## config.mk

```make
export PLATFORM = sky130hd
export DESIGN_NAME = adsr_envelope_generator_core
export DESIGN_NICKNAME = d
export VERILOG_FILES = /design/src/hdl/adsr_pkg.sv /design/src/hdl/adsr_div.sv /design/src/hdl/adsr_mul.sv /design/src/hdl/adsr_envelope_generator_core.sv
export SDC_FILE = /design/constraint.sdc
export NUM_CORES = 2
export LEC_CHECK = 0
export ABC_CLOCK_PERIOD_IN_PS = 10850
export BUFFER_PORTS_ARGS = -buffer_cell sky130_fd_sc_hd__buf_2
export CORE_MARGIN = 2
export CORE_UTILIZATION = 45
export CTS_CLUSTER_DIAMETER = 80
export CTS_CLUSTER_SIZE = 40
export DETAILED_ROUTE_END_ITERATION = 8
export GPL_TIMING_DRIVEN = 0
export PLACE_DENSITY = 0.67
export SLEW_MARGIN = 20
export SYNTH_ARGS = -nofsm -noshare
export SYNTH_HDL_FRONTEND = slang
export SYNTH_SLANG_ARGS = --single-unit
```

## constraint.sdc

```tcl
create_clock -name clock -period 10.85 [get_ports clock]
set_clock_uncertainty 0.05 [all_clocks]
set_input_delay 0 -clock clock [delete_from_list [all_inputs] [get_ports clock]]
set_output_delay 0 -clock clock [all_outputs]
set_load 0.1 [all_outputs]
```

## src/hdl/adsr_pkg.sv

```systemverilog
// Shared constants, stage codes and divider interface types for the ADSR envelope core.
package adsr_pkg;

   // Level format: Q1.LEVEL_FRAC_BITS, one integer bit above the fraction
   localparam int LEVEL_FRAC_BITS  = 16;
   localparam int LEVEL_W          = LEVEL_FRAC_BITS + 1;
   localparam int LEN_W            = 20;
   localparam int SUSTAIN_W        = 17;
   localparam int EXP_W            = 5;
   localparam int DELAY_W          = 24;
   localparam int FUNC_W           = 2;
   localparam int STAGE_W          = 3;
   localparam int POS_W            = 32;
   localparam int REM_W            = 31;
   localparam int MAX_EXPONENT_DEF = 20;

   // Stream payload widths
   localparam int REQ_DATA_W = ((DELAY_W + 7) / 8) * 8;
   localparam int RSP_DATA_W = ((LEVEL_W + POS_W + 7) / 8) * 8;
   localparam int RSP_PAD_W  = RSP_DATA_W - LEVEL_W - POS_W;

   // Register file port
   localparam int CSR_INDEX_W = 3;
   localparam int CSR_DATA_W  = 20;

   localparam logic [CSR_INDEX_W-1:0] CSR_ATTACK_LEN     = 3'd0;
   localparam logic [CSR_INDEX_W-1:0] CSR_DECAY_LEN      = 3'd1;
   localparam logic [CSR_INDEX_W-1:0] CSR_SUSTAIN_LEVEL  = 3'd2;
   localparam logic [CSR_INDEX_W-1:0] CSR_RELEASE_LEN    = 3'd3;
   localparam logic [CSR_INDEX_W-1:0] CSR_CURVE_EXPONENT = 3'd4;

   localparam logic [LEN_W-1:0]     ATTACK_LEN_RST     = 20'd384;
   localparam logic [LEN_W-1:0]     DECAY_LEN_RST      = 20'd9600;
   localparam logic [SUSTAIN_W-1:0] SUSTAIN_LEVEL_RST  = 17'd26214;
   localparam logic [LEN_W-1:0]     RELEASE_LEN_RST    = 20'd14400;
   localparam logic [EXP_W-1:0]     CURVE_EXPONENT_RST = 5'd2;

   localparam logic [LEVEL_W-1:0] LEVEL_ONE = LEVEL_W'(1) << LEVEL_FRAC_BITS;

   // Sustain stage length (largest signed 32-bit value)
   localparam logic [REM_W-1:0] SUSTAIN_SAMPLES = REM_W'(32'h7FFF_FFFF);

   typedef enum logic [STAGE_W-1:0] {
      STAGE_DELAY   = 3'd0,
      STAGE_ATTACK  = 3'd1,
      STAGE_DECAY   = 3'd2,
      STAGE_SUSTAIN = 3'd3,
      STAGE_RELEASE = 3'd4,
      STAGE_DONE    = 3'd5
   } stage_type;

   typedef enum logic [FUNC_W-1:0] {
      FUNC_TICK    = 2'd0,
      FUNC_START   = 2'd1,
      FUNC_RELEASE = 2'd2
   } func_type;

   // Ratio divider request and response
   typedef struct packed {
      logic             start;
      logic [LEN_W-1:0] num;
      logic [LEN_W-1:0] den;
   } div_req_type;

   typedef struct packed {
      logic               done;
      logic [LEVEL_W-1:0] quot;
   } div_rsp_type;

endpackage

```

## src/hdl/adsr_div.sv

```systemverilog
// Restoring divider: round((num << F) / den) for num < den, one quotient bit per cycle.
module adsr_div (
   input  logic                clock,
   input  logic                reset,
   input  adsr_pkg::div_req_type div_req,
   output adsr_pkg::div_rsp_type div_rsp
);
   import adsr_pkg::*;

   localparam int NUM_W = LEN_W + LEVEL_FRAC_BITS + 1;
   localparam int CNT_W = $clog2(LEVEL_W + 1);

   logic                busy_ff;
   logic                done_ff;
   logic [CNT_W-1:0]    count_ff;
   logic [LEN_W-1:0]    part_ff;
   logic [LEN_W-1:0]    den_ff;
   logic [LEVEL_W-1:0]  shift_ff;

   logic [NUM_W-1:0]    num_full;
   logic [LEN_W:0]      trial;
   logic                fits;

   // Rounded numerator: (num << F) + den / 2
   assign num_full = {1'b0, div_req.num, LEVEL_FRAC_BITS'(0)} + NUM_W'(div_req.den >> 1);

   // Bring down the next dividend bit and try the subtract
   assign trial = {part_ff, shift_ff[LEVEL_W-1]};
   assign fits  = (trial >= {1'b0, den_ff});

   // Sequence control
   always_ff @(posedge clock) begin
      if (reset) begin
         busy_ff  <= 1'b0;
         done_ff  <= 1'b0;
         count_ff <= '0;
      end else begin
         done_ff <= 1'b0;
         if (div_req.start) begin
            busy_ff  <= 1'b1;
            count_ff <= CNT_W'(LEVEL_W);
         end else if (busy_ff) begin
            count_ff <= count_ff - 1'b1;
            if (count_ff == CNT_W'(1)) begin
               busy_ff <= 1'b0;
               done_ff <= 1'b1;
            end
         end
      end
   end

   // Partial remainder and dividend/quotient shift register
   always_ff @(posedge clock) begin
      if (div_req.start) begin
         part_ff  <= num_full[NUM_W-1:LEVEL_W];
         shift_ff <= num_full[LEVEL_W-1:0];
         den_ff   <= div_req.den;
      end else if (busy_ff) begin
         part_ff  <= fits ? LEN_W'(trial - {1'b0, den_ff}) : trial[LEN_W-1:0];
         shift_ff <= {shift_ff[LEVEL_W-2:0], fits};
      end
   end

   assign div_rsp.done = done_ff;
   assign div_rsp.quot = shift_ff;

endmodule

```

## src/hdl/adsr_mul.sv

```systemverilog
// Registered fixed-point multiplier: (a * b + half) >> F.
module adsr_mul (
   input  logic                          clock,
   input  logic [adsr_pkg::LEVEL_W-1:0]  mul_a,
   input  logic [adsr_pkg::LEVEL_W-1:0]  mul_b,
   output logic [adsr_pkg::LEVEL_W-1:0]  product
);
   import adsr_pkg::*;

   localparam int PROD_W = 2 * LEVEL_W + 1;
   localparam logic [PROD_W-1:0] HALF = PROD_W'(1) << (LEVEL_FRAC_BITS - 1);

   logic [PROD_W-1:0]  wide;
   logic [LEVEL_W-1:0] product_ff;

   // Round half up, then drop the fraction
   assign wide = PROD_W'(mul_a) * PROD_W'(mul_b) + HALF;

   always_ff @(posedge clock) begin
      product_ff <= wide[LEVEL_FRAC_BITS +: LEVEL_W];
   end

   assign product = product_ff;

endmodule

```

## src/hdl/adsr_envelope_generator_core.sv

```systemverilog
// ADSR envelope core: stage sequencer around a shared divider and multiplier.
// Sequence: start and release items are handled in the idle state. A tick's ramp ratio goes
//   through the divider when needed, then is raised to the curve exponent and scaled; delay
//   and sustain skip both. Each empty stage adds a skip step; a release begun on the tick in
//   attack, decay or sustain adds a second level pass. Throughput: one item in work at a time.
// Reset: synchronous; control and CSR registers take their defaults, stage returns to delay.
module adsr_envelope_generator_core #(
   parameter int MAX_EXPONENT = adsr_pkg::MAX_EXPONENT_DEF
) (
   input  logic                               clock,
   input  logic                               reset,
   // Request stream
   input  logic                               req_tvalid,
   output logic                               req_tready,
   input  logic [adsr_pkg::REQ_DATA_W-1:0]    req_tdata,   // [23:0] delay
   input  logic [adsr_pkg::FUNC_W-1:0]        req_tuser,   // [1:0] func
   // Result stream
   output logic                               rsp_tvalid,
   input  logic                               rsp_tready,
   output logic [adsr_pkg::RSP_DATA_W-1:0]    rsp_tdata,   // [16:0] level, [48:17] position
   output logic [adsr_pkg::STAGE_W-1:0]       rsp_tuser,   // [2:0] stage
   // Register writes
   input  logic                               csr_valid,
   output logic                               csr_ready,
   input  logic [adsr_pkg::CSR_INDEX_W-1:0]   csr_index,
   input  logic [adsr_pkg::CSR_DATA_W-1:0]    csr_data
);
   import adsr_pkg::*;

   localparam int KCNT_W  = $clog2(MAX_EXPONENT + 1);
   localparam int ACC_W   = LEN_W + 2;
   localparam int WIDE_W  = POS_W + 3;

   typedef enum logic [3:0] {
      S_IDLE,
      S_SKIP,
      S_RELCHK,
      S_LVL,
      S_DIV,
      S_POW,
      S_SCALE,
      S_FIN,
      S_UPDATE,
      S_POS1,
      S_POS2,
      S_OUT
   } state_type;

   typedef enum logic [1:0] {
      PH_PRE,
      PH_REL,
      PH_POST
   } phase_type;

   // Registers
   state_type            state_ff, state_in;
   phase_type            phase_ff, phase_in;
   stage_type            stage_ff, stage_in;
   logic [REM_W-1:0]     remaining_ff, remaining_in;
   logic                 pending_ff, pending_in;
   logic [DELAY_W-1:0]   countdown_ff, countdown_in;
   logic [LEVEL_W-1:0]   rel_start_ff, rel_start_in;
   logic [POS_W-1:0]     sustain_time_ff, sustain_time_in;
   logic                 rel_level_ff, rel_level_in;
   logic [LEN_W-1:0]     attack_len_ff, attack_len_in;
   logic [LEN_W-1:0]     decay_len_ff, decay_len_in;
   logic [SUSTAIN_W-1:0] sustain_level_ff, sustain_level_in;
   logic [LEN_W-1:0]     release_len_ff, release_len_in;
   logic [EXP_W-1:0]     curve_exp_ff, curve_exp_in;
   logic [KCNT_W-1:0]    pow_count_ff, pow_count_in;
   logic [LEVEL_W-1:0]   level_ff, level_in;
   logic [LEVEL_W-1:0]   ratio_ff, ratio_in;
   logic [ACC_W-1:0]     pos_acc_ff, pos_acc_in;
   logic [POS_W-1:0]     position_ff, position_in;
   logic                 rsp_valid_ff, rsp_valid_in;
   logic [LEVEL_W-1:0]   rsp_level_ff, rsp_level_in;
   stage_type            rsp_stage_ff, rsp_stage_in;
   logic [POS_W-1:0]     rsp_position_ff, rsp_position_in;

   // Datapath helpers
   logic [LEVEL_W-1:0]   sustain_val;
   logic [KCNT_W-1:0]    exp_k;
   logic                 stage_live;
   logic                 skip_needed;
   stage_type            adv_stage;
   logic [REM_W-1:0]     adv_rem;
   logic [LEN_W-1:0]     ramp_den;
   logic [REM_W-1:0]     ramp_num;
   logic                 ramp_trivial;
   logic [LEVEL_W-1:0]   scale_b;
   logic [LEVEL_W-1:0]   mul_a;
   logic [LEVEL_W-1:0]   mul_b;
   logic [LEVEL_W-1:0]   mul_q;
   logic                 lvl_commit;
   logic [LEVEL_W-1:0]   lvl_val;
   logic [WIDE_W-1:0]    pos_wide;
   div_req_type          div_req;
   div_rsp_type          div_rsp;

   // Shared units
   adsr_div u_div (
      .clock   (clock),
      .reset   (reset),
      .div_req (div_req),
      .div_rsp (div_rsp)
   );

   adsr_mul u_mul (
      .clock   (clock),
      .mul_a   (mul_a),
      .mul_b   (mul_b),
      .product (mul_q)
   );

   // Clamp sustain to full scale and exponent to 1..MAX_EXPONENT
   assign sustain_val = (sustain_level_ff > LEVEL_ONE) ? LEVEL_ONE : sustain_level_ff;

   always_comb begin
      if (curve_exp_ff == '0) begin
         exp_k = KCNT_W'(1);
      end else if (int'(curve_exp_ff) > MAX_EXPONENT) begin
         exp_k = KCNT_W'(MAX_EXPONENT);
      end else begin
         exp_k = KCNT_W'(curve_exp_ff);
      end
   end

   assign stage_live  = (stage_ff != STAGE_DONE);
   assign skip_needed = stage_live && (remaining_ff == '0);

   // Next stage and its length when the current one is empty
   always_comb begin
      unique case (stage_ff)
         STAGE_DELAY: begin
            adv_stage = STAGE_ATTACK;
            adv_rem   = REM_W'(attack_len_ff);
         end
         STAGE_ATTACK: begin
            adv_stage = STAGE_DECAY;
            adv_rem   = REM_W'(decay_len_ff);
         end
         STAGE_DECAY: begin
            adv_stage = STAGE_SUSTAIN;
            adv_rem   = SUSTAIN_SAMPLES;
         end
         STAGE_SUSTAIN: begin
            adv_stage = STAGE_RELEASE;
            adv_rem   = REM_W'(release_len_ff);
         end
         default: begin
            adv_stage = STAGE_DONE;
            adv_rem   = '0;
         end
      endcase
   end

   // Ramp ratio operands and scale factor for the current stage
   always_comb begin
      unique case (stage_ff)
         STAGE_ATTACK: begin
            ramp_den = attack_len_ff;
            ramp_num = (remaining_ff >= REM_W'(attack_len_ff)) ? '0
                       : REM_W'(attack_len_ff) - remaining_ff;
            scale_b  = LEVEL_ONE;
         end
         STAGE_DECAY: begin
            ramp_den = decay_len_ff;
            ramp_num = remaining_ff;
            scale_b  = LEVEL_ONE - sustain_val;
         end
         default: begin
            ramp_den = release_len_ff;
            ramp_num = remaining_ff;
            scale_b  = rel_start_ff;
         end
      endcase
   end

   assign ramp_trivial = (ramp_den == '0) || (ramp_num >= REM_W'(ramp_den));

   // Multiplier operands: power chain starts from 1.0, then the stage scale
   assign mul_a = ((state_ff == S_POW) && (pow_count_ff == '0)) ? LEVEL_ONE : mul_q;
   assign mul_b = (state_ff == S_SCALE) ? scale_b : ratio_ff;

   // Position before clamping
   assign pos_wide = WIDE_W'(pos_acc_ff)
      + (((stage_ff == STAGE_SUSTAIN) || (stage_ff == STAGE_RELEASE) ||
          (stage_ff == STAGE_DONE)) ? WIDE_W'(sustain_time_ff) : WIDE_W'(0))
      - ((stage_ff != STAGE_SUSTAIN) ? WIDE_W'(remaining_ff) : WIDE_W'(0));

   // Sequencer
   always_comb begin
      state_in         = state_ff;
      phase_in         = phase_ff;
      stage_in         = stage_ff;
      remaining_in     = remaining_ff;
      pending_in       = pending_ff;
      countdown_in     = countdown_ff;
      rel_start_in     = rel_start_ff;
      sustain_time_in  = sustain_time_ff;
      rel_level_in     = rel_level_ff;
      attack_len_in    = attack_len_ff;
      decay_len_in     = decay_len_ff;
      sustain_level_in = sustain_level_ff;
      release_len_in   = release_len_ff;
      curve_exp_in     = curve_exp_ff;
      pow_count_in     = pow_count_ff;
      level_in         = level_ff;
      ratio_in         = ratio_ff;
      pos_acc_in       = pos_acc_ff;
      position_in      = position_ff;
      rsp_valid_in     = rsp_valid_ff;
      rsp_level_in     = rsp_level_ff;
      rsp_stage_in     = rsp_stage_ff;
      rsp_position_in  = rsp_position_ff;
      div_req.start    = 1'b0;
      div_req.num      = ramp_num[LEN_W-1:0];
      div_req.den      = ramp_den;
      lvl_commit       = 1'b0;
      lvl_val          = '0;

      // Register writes
      if (csr_valid) begin
         unique case (csr_index)
            CSR_ATTACK_LEN:     attack_len_in    = csr_data[LEN_W-1:0];
            CSR_DECAY_LEN:      decay_len_in     = csr_data[LEN_W-1:0];
            CSR_SUSTAIN_LEVEL:  sustain_level_in = csr_data[SUSTAIN_W-1:0];
            CSR_RELEASE_LEN:    release_len_in   = csr_data[LEN_W-1:0];
            CSR_CURVE_EXPONENT: curve_exp_in     = csr_data[EXP_W-1:0];
            default: ;
         endcase
      end

      // Drop the result once transferred
      if (rsp_valid_ff && rsp_tready) begin
         rsp_valid_in = 1'b0;
      end

      unique case (state_ff)
         S_IDLE: begin
            if (req_tvalid) begin
               unique case (req_tuser)
                  FUNC_TICK: begin
                     phase_in = PH_PRE;
                     state_in = S_SKIP;
                  end
                  FUNC_START: begin
                     stage_in        = STAGE_DELAY;
                     remaining_in    = REM_W'(req_tdata[DELAY_W-1:0]);
                     pending_in      = 1'b0;
                     countdown_in    = '0;
                     rel_start_in    = '0;
                     sustain_time_in = '0;
                  end
                  FUNC_RELEASE: begin
                     pending_in   = 1'b1;
                     countdown_in = req_tdata[DELAY_W-1:0];
                  end
                  default: ;
               endcase
            end
         end

         // Step over empty stages one at a time
         S_SKIP: begin
            if (skip_needed) begin
               stage_in     = adv_stage;
               remaining_in = adv_rem;
            end else begin
               unique case (phase_ff)
                  PH_PRE: state_in = S_RELCHK;
                  PH_REL: begin
                     if (stage_live) begin
                        rel_level_in = 1'b0;
                        state_in     = S_LVL;
                     end else begin
                        level_in = '0;
                        state_in = S_POS1;
                     end
                  end
                  default: state_in = S_POS1;
               endcase
            end
         end

         // Begin a scheduled release whose countdown has run out
         S_RELCHK: begin
            if (stage_live && pending_ff && (countdown_ff == '0)) begin
               pending_in = 1'b0;
               if (stage_ff == STAGE_RELEASE) begin
                  rel_level_in = 1'b0;
                  state_in     = S_LVL;
               end else if (stage_ff == STAGE_DELAY) begin
                  rel_start_in = sustain_val;
                  stage_in     = STAGE_RELEASE;
                  remaining_in = REM_W'(release_len_ff);
                  phase_in     = PH_REL;
                  state_in     = S_SKIP;
               end else begin
                  rel_level_in = 1'b1;
                  state_in     = S_LVL;
               end
            end else if (stage_live) begin
               rel_level_in = 1'b0;
               state_in     = S_LVL;
            end else begin
               level_in = '0;
               state_in = S_POS1;
            end
         end

         // Flat stages finish at once, ramps go through ratio and power
         S_LVL: begin
            pow_count_in = '0;
            unique case (stage_ff)
               STAGE_DELAY: begin
                  lvl_commit = 1'b1;
                  lvl_val    = '0;
               end
               STAGE_SUSTAIN: begin
                  lvl_commit = 1'b1;
                  lvl_val    = sustain_val;
               end
               default: begin
                  if (ramp_trivial) begin
                     ratio_in = LEVEL_ONE;
                     state_in = S_POW;
                  end else begin
                     div_req.start = 1'b1;
                     state_in      = S_DIV;
                  end
               end
            endcase
         end

         S_DIV: begin
            if (div_rsp.done) begin
               ratio_in = div_rsp.quot;
               state_in = S_POW;
            end
         end

         // One multiply per cycle through the power chain
         S_POW: begin
            pow_count_in = pow_count_ff + 1'b1;
            if (pow_count_ff == exp_k - 1'b1) begin
               state_in = S_SCALE;
            end
         end

         S_SCALE: state_in = S_FIN;

         S_FIN: begin
            lvl_commit = 1'b1;
            lvl_val    = ((stage_ff == STAGE_DECAY) ? sustain_val : '0) + mul_q;
         end

         // Advance the counters by one sample
         S_UPDATE: begin
            remaining_in = remaining_ff - 1'b1;
            if ((stage_ff == STAGE_SUSTAIN) && (sustain_time_ff != '1)) begin
               sustain_time_in = sustain_time_ff + 1'b1;
            end
            if (pending_ff && (countdown_ff != '0)) begin
               countdown_in = countdown_ff - 1'b1;
            end
            phase_in = PH_POST;
            state_in = S_SKIP;
         end

         // Sum of ramp stage lengths through the end of the current stage
         S_POS1: begin
            unique case (stage_ff)
               STAGE_ATTACK:  pos_acc_in = ACC_W'(attack_len_ff);
               STAGE_DECAY,
               STAGE_SUSTAIN: pos_acc_in = ACC_W'(attack_len_ff) + ACC_W'(decay_len_ff);
               STAGE_RELEASE,
               STAGE_DONE:    pos_acc_in = ACC_W'(attack_len_ff) + ACC_W'(decay_len_ff)
                                           + ACC_W'(release_len_ff);
               default:       pos_acc_in = '0;
            endcase
            state_in = S_POS2;
         end

         // Add sustain time from sustain on, subtract what is left outside sustain, saturate
         S_POS2: begin
            if (pos_wide[WIDE_W-1]) begin
               position_in = '0;
            end else if (|pos_wide[WIDE_W-2:POS_W]) begin
               position_in = '1;
            end else begin
               position_in = pos_wide[POS_W-1:0];
            end
            state_in = S_OUT;
         end

         // Load the output register once it is free
         S_OUT: begin
            if (!rsp_valid_ff || rsp_tready) begin
               rsp_valid_in    = 1'b1;
               rsp_level_in    = level_ff;
               rsp_stage_in    = stage_ff;
               rsp_position_in = position_ff;
               state_in        = S_IDLE;
            end
         end

         default: state_in = S_IDLE;
      endcase

      // Level ready: either it starts a release or it is this tick's output
      if (lvl_commit) begin
         if (rel_level_ff) begin
            rel_start_in = lvl_val;
            stage_in     = STAGE_RELEASE;
            remaining_in = REM_W'(release_len_ff);
            rel_level_in = 1'b0;
            phase_in     = PH_REL;
            state_in     = S_SKIP;
         end else begin
            level_in = lvl_val;
            state_in = S_UPDATE;
         end
      end
   end

   always_ff @(posedge clock) begin
      if (reset) begin
         state_ff         <= S_IDLE;
         phase_ff         <= PH_PRE;
         stage_ff         <= STAGE_DELAY;
         remaining_ff     <= '0;
         pending_ff       <= 1'b0;
         countdown_ff     <= '0;
         rel_start_ff     <= '0;
         sustain_time_ff  <= '0;
         rel_level_ff     <= 1'b0;
         attack_len_ff    <= ATTACK_LEN_RST;
         decay_len_ff     <= DECAY_LEN_RST;
         sustain_level_ff <= SUSTAIN_LEVEL_RST;
         release_len_ff   <= RELEASE_LEN_RST;
         curve_exp_ff     <= CURVE_EXPONENT_RST;
         pow_count_ff     <= '0;
         rsp_valid_ff     <= 1'b0;
      end else begin
         state_ff         <= state_in;
         phase_ff         <= phase_in;
         stage_ff         <= stage_in;
         remaining_ff     <= remaining_in;
         pending_ff       <= pending_in;
         countdown_ff     <= countdown_in;
         rel_start_ff     <= rel_start_in;
         sustain_time_ff  <= sustain_time_in;
         rel_level_ff     <= rel_level_in;
         attack_len_ff    <= attack_len_in;
         decay_len_ff     <= decay_len_in;
         sustain_level_ff <= sustain_level_in;
         release_len_ff   <= release_len_in;
         curve_exp_ff     <= curve_exp_in;
         pow_count_ff     <= pow_count_in;
         rsp_valid_ff     <= rsp_valid_in;
      end
      level_ff        <= level_in;
      ratio_ff        <= ratio_in;
      pos_acc_ff      <= pos_acc_in;
      position_ff     <= position_in;
      rsp_level_ff    <= rsp_level_in;
      rsp_stage_ff    <= rsp_stage_in;
      rsp_position_ff <= rsp_position_in;
   end

   assign req_tready = (state_ff == S_IDLE);
   assign csr_ready  = 1'b1;
   assign rsp_tvalid = rsp_valid_ff;
   assign rsp_tdata  = {RSP_PAD_W'(0), rsp_position_ff, rsp_level_ff};
   assign rsp_tuser  = rsp_stage_ff;

endmodule
```

### Word level (Yosys, flattened, before mapping)

Cells that the tools add are included.

* output and inout bits: 62
* logic and storage cells: 264
* flip-flop bits (word level): 424
* input bits: 54

* muxes and demuxes: 120
* bitwise operators: 1
* order comparisons: 5
* equality and inequality tests: 45
* $mul: 1
* reductions and logical operators: 45
* add/sub/neg operators: 16

Operators by type and width (number)
* two-way mux 17 bit: 23
* two-way mux 31 bit: 11
* one-hot mux 31 bit (4 select lines): 2
* one-hot mux 17 bit (2 select lines): 5
* two-way mux 32 bit: 5
* one-hot mux 24 bit (2 select lines): 2
* one-hot mux 22 bit (3 select lines): 1
* one-hot mux 32 bit (2 select lines): 1
* greater-or-equal comparator 31 x 20 -> 1 bit: 2
* two-way mux 20 bit: 3
* two-way mux 24 bit: 2
* one-hot mux 4 bit (12 select lines): 1
* two-way mux 4 bit: 11
* one-hot mux 20 bit (2 select lines): 1
* adder 36 x 19 -> 37 bit: 1
* subtractor 33 x 31 -> 34 bit: 1
* adder 22 x 32 -> 33 bit: 1
* adder 33 x 16 -> 33 bit (second input constant): 1
* multiplier 17 x 17 -> 33 bit: 1
* adder 32 x 1 -> 32 bit (second input constant): 1
* inequality test 32 bit (second input constant): 1
* zero test 31 bit: 1
* subtractor 20 x 31 -> 31 bit: 1
* subtractor 31 x 1 -> 31 bit (second input constant): 1
* other kinds (54): 153

### Logic depth before layout (Yosys ltp)

* depth in word-level cells: 9
* gate-level depth with buffers: 36
* depth with buffers taken out: 35

### Modules after synthesis

Synthesis repeated with hierarchy kept, for this count alone.

* cells, all modules: 4611
* area total of the unflattened synthesis: 38879.8 sq um

By module, submodules not included
* adsr_envelope_generator_core: instances 1, cells an instance 3060, sequential area each 8097.8 sq um, area each 24594.8 sq um
* adsr_mul: instances 1, cells an instance 1145, sequential area each 340.3 sq um, area each 9992.1 sq um
* adsr_div: instances 1, cells an instance 406, sequential area each 1851.8 sq um, area each 4292.9 sq um

### Worst setup path before layout

Ideal clock, no wire load.

* path kind: register -> register
* start point: register sustain_level_ff[16]
* end point: register u_mul.product_ff[16] (netlist: u_mul.product[16])
* arrival time: 7.734 ns
* setup time: 0.120 ns
* setup slack: 2.946 ns
* cell stages (with the launch flop): 35
* path buffers: 4
* clock period less this slack: 7.904 ns
* required time: 10.680 ns
* cell sequence: dfxtp_1 -> clkbuf_1 -> clkbuf_1 -> clkbuf_1 -> nand2b_1 -> ha_1 -> o21ai_0 -> xnor2_1 -> a221oi_1 -> nor2_1 -> clkbuf_1 -> nand2_1 -> fa_1 -> inv_1 -> fa_1 -> inv_1 -> fa_1 -> inv_1 -> fa_1 -> fa_1 -> inv_1 -> fa_1 -> inv_1 -> ha_1 -> a21oi_1 -> nor2b_1 -> o21ai_0 -> nand2b_1 -> a2bb2oi_1 -> o211ai_1 -> a31oi_1 -> a21oi_1 -> a211o_1 -> a21oi_1 -> xnor2_1

* cells in the longest elaborated chain, start to end: 7

Ends and longest elaborated chain
* start: declaration: RTL line adsr_envelope_generator_core.sv:67 `logic [SUSTAIN_W-1:0] sustain_level_ff, sustain_level_in;`
* start signal: assignment: RTL line adsr_envelope_generator_core.sv:457 `sustain_level_ff <= sustain_level_in;`
* greater-than comparator 17 bit: RTL line adsr_envelope_generator_core.sv:116 `assign sustain_val = (sustain_level_ff > LEVEL_ONE) ? LEVEL_ONE : sustain_level_ff;`
* two-way mux 17 bit (*): RTL line adsr_envelope_generator_core.sv:116
* subtractor 17 bit (*): RTL line adsr_envelope_generator_core.sv:169 `scale_b = LEVEL_ONE - sustain_val;`
* one-hot mux 17 bit (2 select lines) (*): RTL line adsr_envelope_generator_core.sv:159 `unique case (stage_ff)`
* two-way mux 17 bit (*): RTL line adsr_envelope_generator_core.sv:183 `assign mul_b = (state_ff == S_SCALE) ? scale_b : ratio_ff;`
* multiplier 17 x 17 -> 33 bit (*): RTL line adsr_mul.sv:17 `assign wide = PROD_W'(mul_a) * PROD_W'(mul_b) + HALF;`
* adder 33 x 16 -> 33 bit (*): RTL line adsr_mul.sv:17
* via u_mul.wide[32]: RTL line adsr_mul.sv:13 `logic [PROD_W-1:0] wide;`
* end signal: assignment: RTL line adsr_mul.sv:20 `product_ff <= wide[LEVEL_FRAC_BITS +: LEVEL_W];`
* end: declaration: RTL line adsr_mul.sv:14 `logic [LEVEL_W-1:0] product_ff;`

The timed path passes the listed nets; every way through them passes the cells marked *.
A chain may end at the register's enable or synchronous reset.

### Final worst setup path

* start point: register stage_ff[0]
* end point: register u_mul.product_ff[16] (netlist: u_mul.product[16])

* cells in the longest elaborated chain, start to end: 5
* elaborated cells on any way between the ends: 6
* those cells by class: add/sub (1); mul (1); eq/ne (2); mux (2)

Ends and longest elaborated chain
* start: declaration: RTL line adsr_envelope_generator_core.sv:58 `stage_type stage_ff, stage_in;`
* start signal: assignment: RTL line adsr_envelope_generator_core.sv:448 `stage_ff <= stage_in;`
* == test 3 x 2 -> 1 bit / == test 3 x 1 -> 1 bit (equally long branches): RTL line adsr_envelope_generator_core.sv:159
* one-hot mux 17 bit (2 select lines) (*): RTL line adsr_envelope_generator_core.sv:159
* two-way mux 17 bit (*): RTL line adsr_envelope_generator_core.sv:183
* multiplier 17 x 17 -> 33 bit (*): RTL line adsr_mul.sv:17
* adder 33 x 16 -> 33 bit (*): RTL line adsr_mul.sv:17
* via u_mul.wide[32]: RTL line adsr_mul.sv:13

Marks and branches as above.

==> impl_metrics.yaml <==
clock_tree:
  root_buffer: "clkbuf_16"
  clock_path_buffers: 3
  clock_latency_ns: 0.65
  h-tree-depth: 1
  cts_tree: "done"
  clock_sinks: 424
  cts_buffers: 29
  clk_pin_slew_ns: 0.13
run:
  max-cap-violations: 0
timing:
  fin_crit_ns: 10.35
  timing.fmax_ghz: 0.0966
  slew_violations: 0
  fin_crit_sh_pct: 95.4
  rsz0062_at_grt: "no"
  worst_pin_slew_ns: 1.17
  tns_ns: 0
  maxSlewHeadroom_pct: 21.7
  finalSetupViolCount: 0
  setup_ws_ns: 0.502
  hold_viol_final: 0
setup_path:
  rr_worst_depth: 30
  worstSetupPathType: "reg -> reg"
  critPathMaxStageDelay_ns: 0.67
  rr_endpoint: "u_mul.product[16]"
  start_kind: "flop"
  cp_slowest_cell: "o21ai_1"
  crit_arrival_ns: 10.88
  r2r_start: "stage_ff[0]"
  worstSetupEndpointType: "flop"
  path_max_fanout: 10
  rrSetupSlack_ns: 0.50
  required_ns: 11.38
synth:
  synth_xor_area_share_pct: 4.11
  synthCells: 4617
  synthMuxAreaShare_pct: 0.845
  synthAdderAreaFrac_pct: 22.6
  synthSimpleGateAreaFrac_pct: 19.6
  yosys.cell_count.top_type: "nand2_1"
  synth_top_family_by_area: "adder cells"
  yosys.area.top_type: "edfxtp_1"
  avgSynthCellArea_sq_um: 8.21
  async_flop_share_pct: 0
  synth_compound_area_share_pct: 18.2
  synth_common_cells: "606 x nand2_1, 500 x inv_1, 403 x nor2_1, 355 x a21oi_1, 283 x ha_1"
  synth-edff-count: 180
  ys.flop_type: "dfxtp_1"
  synth_warnings: 0
  yosysSeqAreaShare_pct: 27.2
  synth.cell_area_sq_mm: 0.0379
  synth_top_area_share_pct: 14.3
  synth-seq-cells: 424
  synth.area.top_cells: "edfxtp_1 14%, fa_1 13%, dfxtp_1 13%"
  synth_cell_types: 92
worst_hold_path:
  hold_path.class: "in -> reg"
  worst_hold_path.endpoint: "sustain_level_ff[7]"
  min_delay_path_depth: 5
  hp-start: "csr_index[2]"
grt:
  grt_pass1_wl_mm: 206
  grt_use_total_pct: 31.3
  grt_pass1_vias: 33500
  grt-ovfl-total: 0
  grt_max_degree: 39
  antenna_found_initial: 3
drt:
  drt-pass1-iter-count: 7
  via_count: 35400
  viasPerCell: 5.97
  wl_per_cell_um: 23.1
  drt_iter0_drc: 4022
  drcViolationCount: 0
  final_antenna_net_count: 0
  wl_mm: 137
placed_design:
  gp_congestion: 1.01
  place_hpwl_mm: 110
  io_buffers: 107
  dp.cells: 5820
  place_ws_ns: 0.325
  place_area_sq_mm: 0.0400
floorplan:
  initial_core_util_pct: 45.4
  io_pins: 116
  die_h_um: 294
  coreArea_sq_mm: 0.0836
  die_area_sq_mm: 0.0866
  fp.dieW_um: 294
  row_count: 106
outcome:
  outcome: "completed"
cells_and_area:
  multiInputGateArea_sq_mm: 0.0249
  n_antenna_cell: 0
  stdcell_count: 5929
  seq_area_sq_mm: 0.0103
  area_delta_synth_final_pct: 10.1
  layout-drive-gt1-share_pct: 5.18
  final_nets: 5415
  n_fill_cell: 8128
  fin_area_sq_mm: 0.0417
==> repair_timing <==
item / in CTS / in global routing
setup endpoints to repair: 0 / 4
hold buffers: 56 / 0
gates resized for setup: 0 / 4
endpoints found under the hold margin: 133 / 0
buffers inserted: 0 / 0
==> layout make-up <==
type | instances | area share [%]
Multi-Input combinational cell | 3460 | 59.6
Sequential cell | 424 | 24.7
Inverter | 503 | 4.52
Tap cell | 1080 | 3.24
Timing Repair Buffer | 173 | 2.90
Buffer | 236 | 2.23
Clock buffer | 29 | 1.74
Clock inverter | 24 | 1.14
==> worst max path at each step <==
stage                              start                 to  slack [ns]  depth (start not counted)
floorplan           sustain_level_ff[16]  u_mul.product[16]        2.95                         34
global placement             stage_ff[1]  u_mul.product[16]        0.38                         27
detailed placement           stage_ff[1]  u_mul.product[16]        0.33                         27
CTS                          stage_ff[1]  u_mul.product[16]        0.33                         27
global route        sustain_level_ff[16]  u_mul.product[16]        0.02                         31
finish                       stage_ff[0]  u_mul.product[16]        0.50                         30
==> routing by layer <==
metal  global-route usage, %  up-vias  share of wire [%]
li1                        -    16300                  -
met1                    43.0    17100                 42
met2                    48.4     1725                 43
met3                    5.17      306                9.4
met4                    14.2        4                5.3
met5                       0        -               0.12
==> metrics by stage <==
stage | hold WS, ns | util, %
floorplan | 0.0679 | -
global placement | 0.224 | 47.6
detailed placement | 0.231 | 47.8
CTS | 0.00838 | 49.9
global route | 0.0519 | 50.0
finish | 0.0360 | 50.0
==> cell usage in the layout, fill, tap and decap left out, drive strengths merged, types with 55 or more instances in the layout <==
cell type,synthesis,routed
nand2,606,606
inv,502,515
nor2,403,403
a21oi,357,357
ha,283,283
fa,251,251
dfxtp,244,244
o21ai,239,239
clkbuf,201,230
edfxtp,180,180
buf,35,152
nand3,111,111
xnor2,99,99
nor3,95,95
xor2,79,79
a21o,63,63
o22ai,63,63
and3,59,59
dlygate4sd3,0,56
nor2b,55,55
==> kinds of logic (layout without fill, tap and decap cells) <==
group,Yosys count,count (layout)
buffers and inverters,739,965
multiplexers,31,31
XOR/XNOR,178,178
adder cells (fa/ha/maj),534,534
AO/OA/AOI/OAI,1102,1102
AND/OR/NAND/NOR,1607,1607
other,2,8
flip-flops,424,424
==> flip-flops by register name, indices dropped and copies added (netlist names), 20 cells and up <==
signal and flops:
position_ff 32, rsp_position_ff 32, sustain_time_ff 32, remaining_ff 31
countdown_ff 24, pos_acc_ff 22, attack_len_ff 20, decay_len_ff 20
release_len_ff 20, u_div.den_ff 20, u_div.part_ff 20
==> worst max-delay path, delay by kind of cell (launching register included) <==
family / cells / cell delay (ns)
AOI/OAI and AO/OA: 10 / 3.45
adders and majority gates: 7 / 3.34
buffers and inverters: 9 / 1.54
and+or+nand+nor: 3 / 1.21
DFF: 1 / 0.56
xor gates and xnor gates: 1 / 0.13
Power is not shown: default switching activity piles up to over one toggle a cycle in this logic, so the estimate is an artifact.
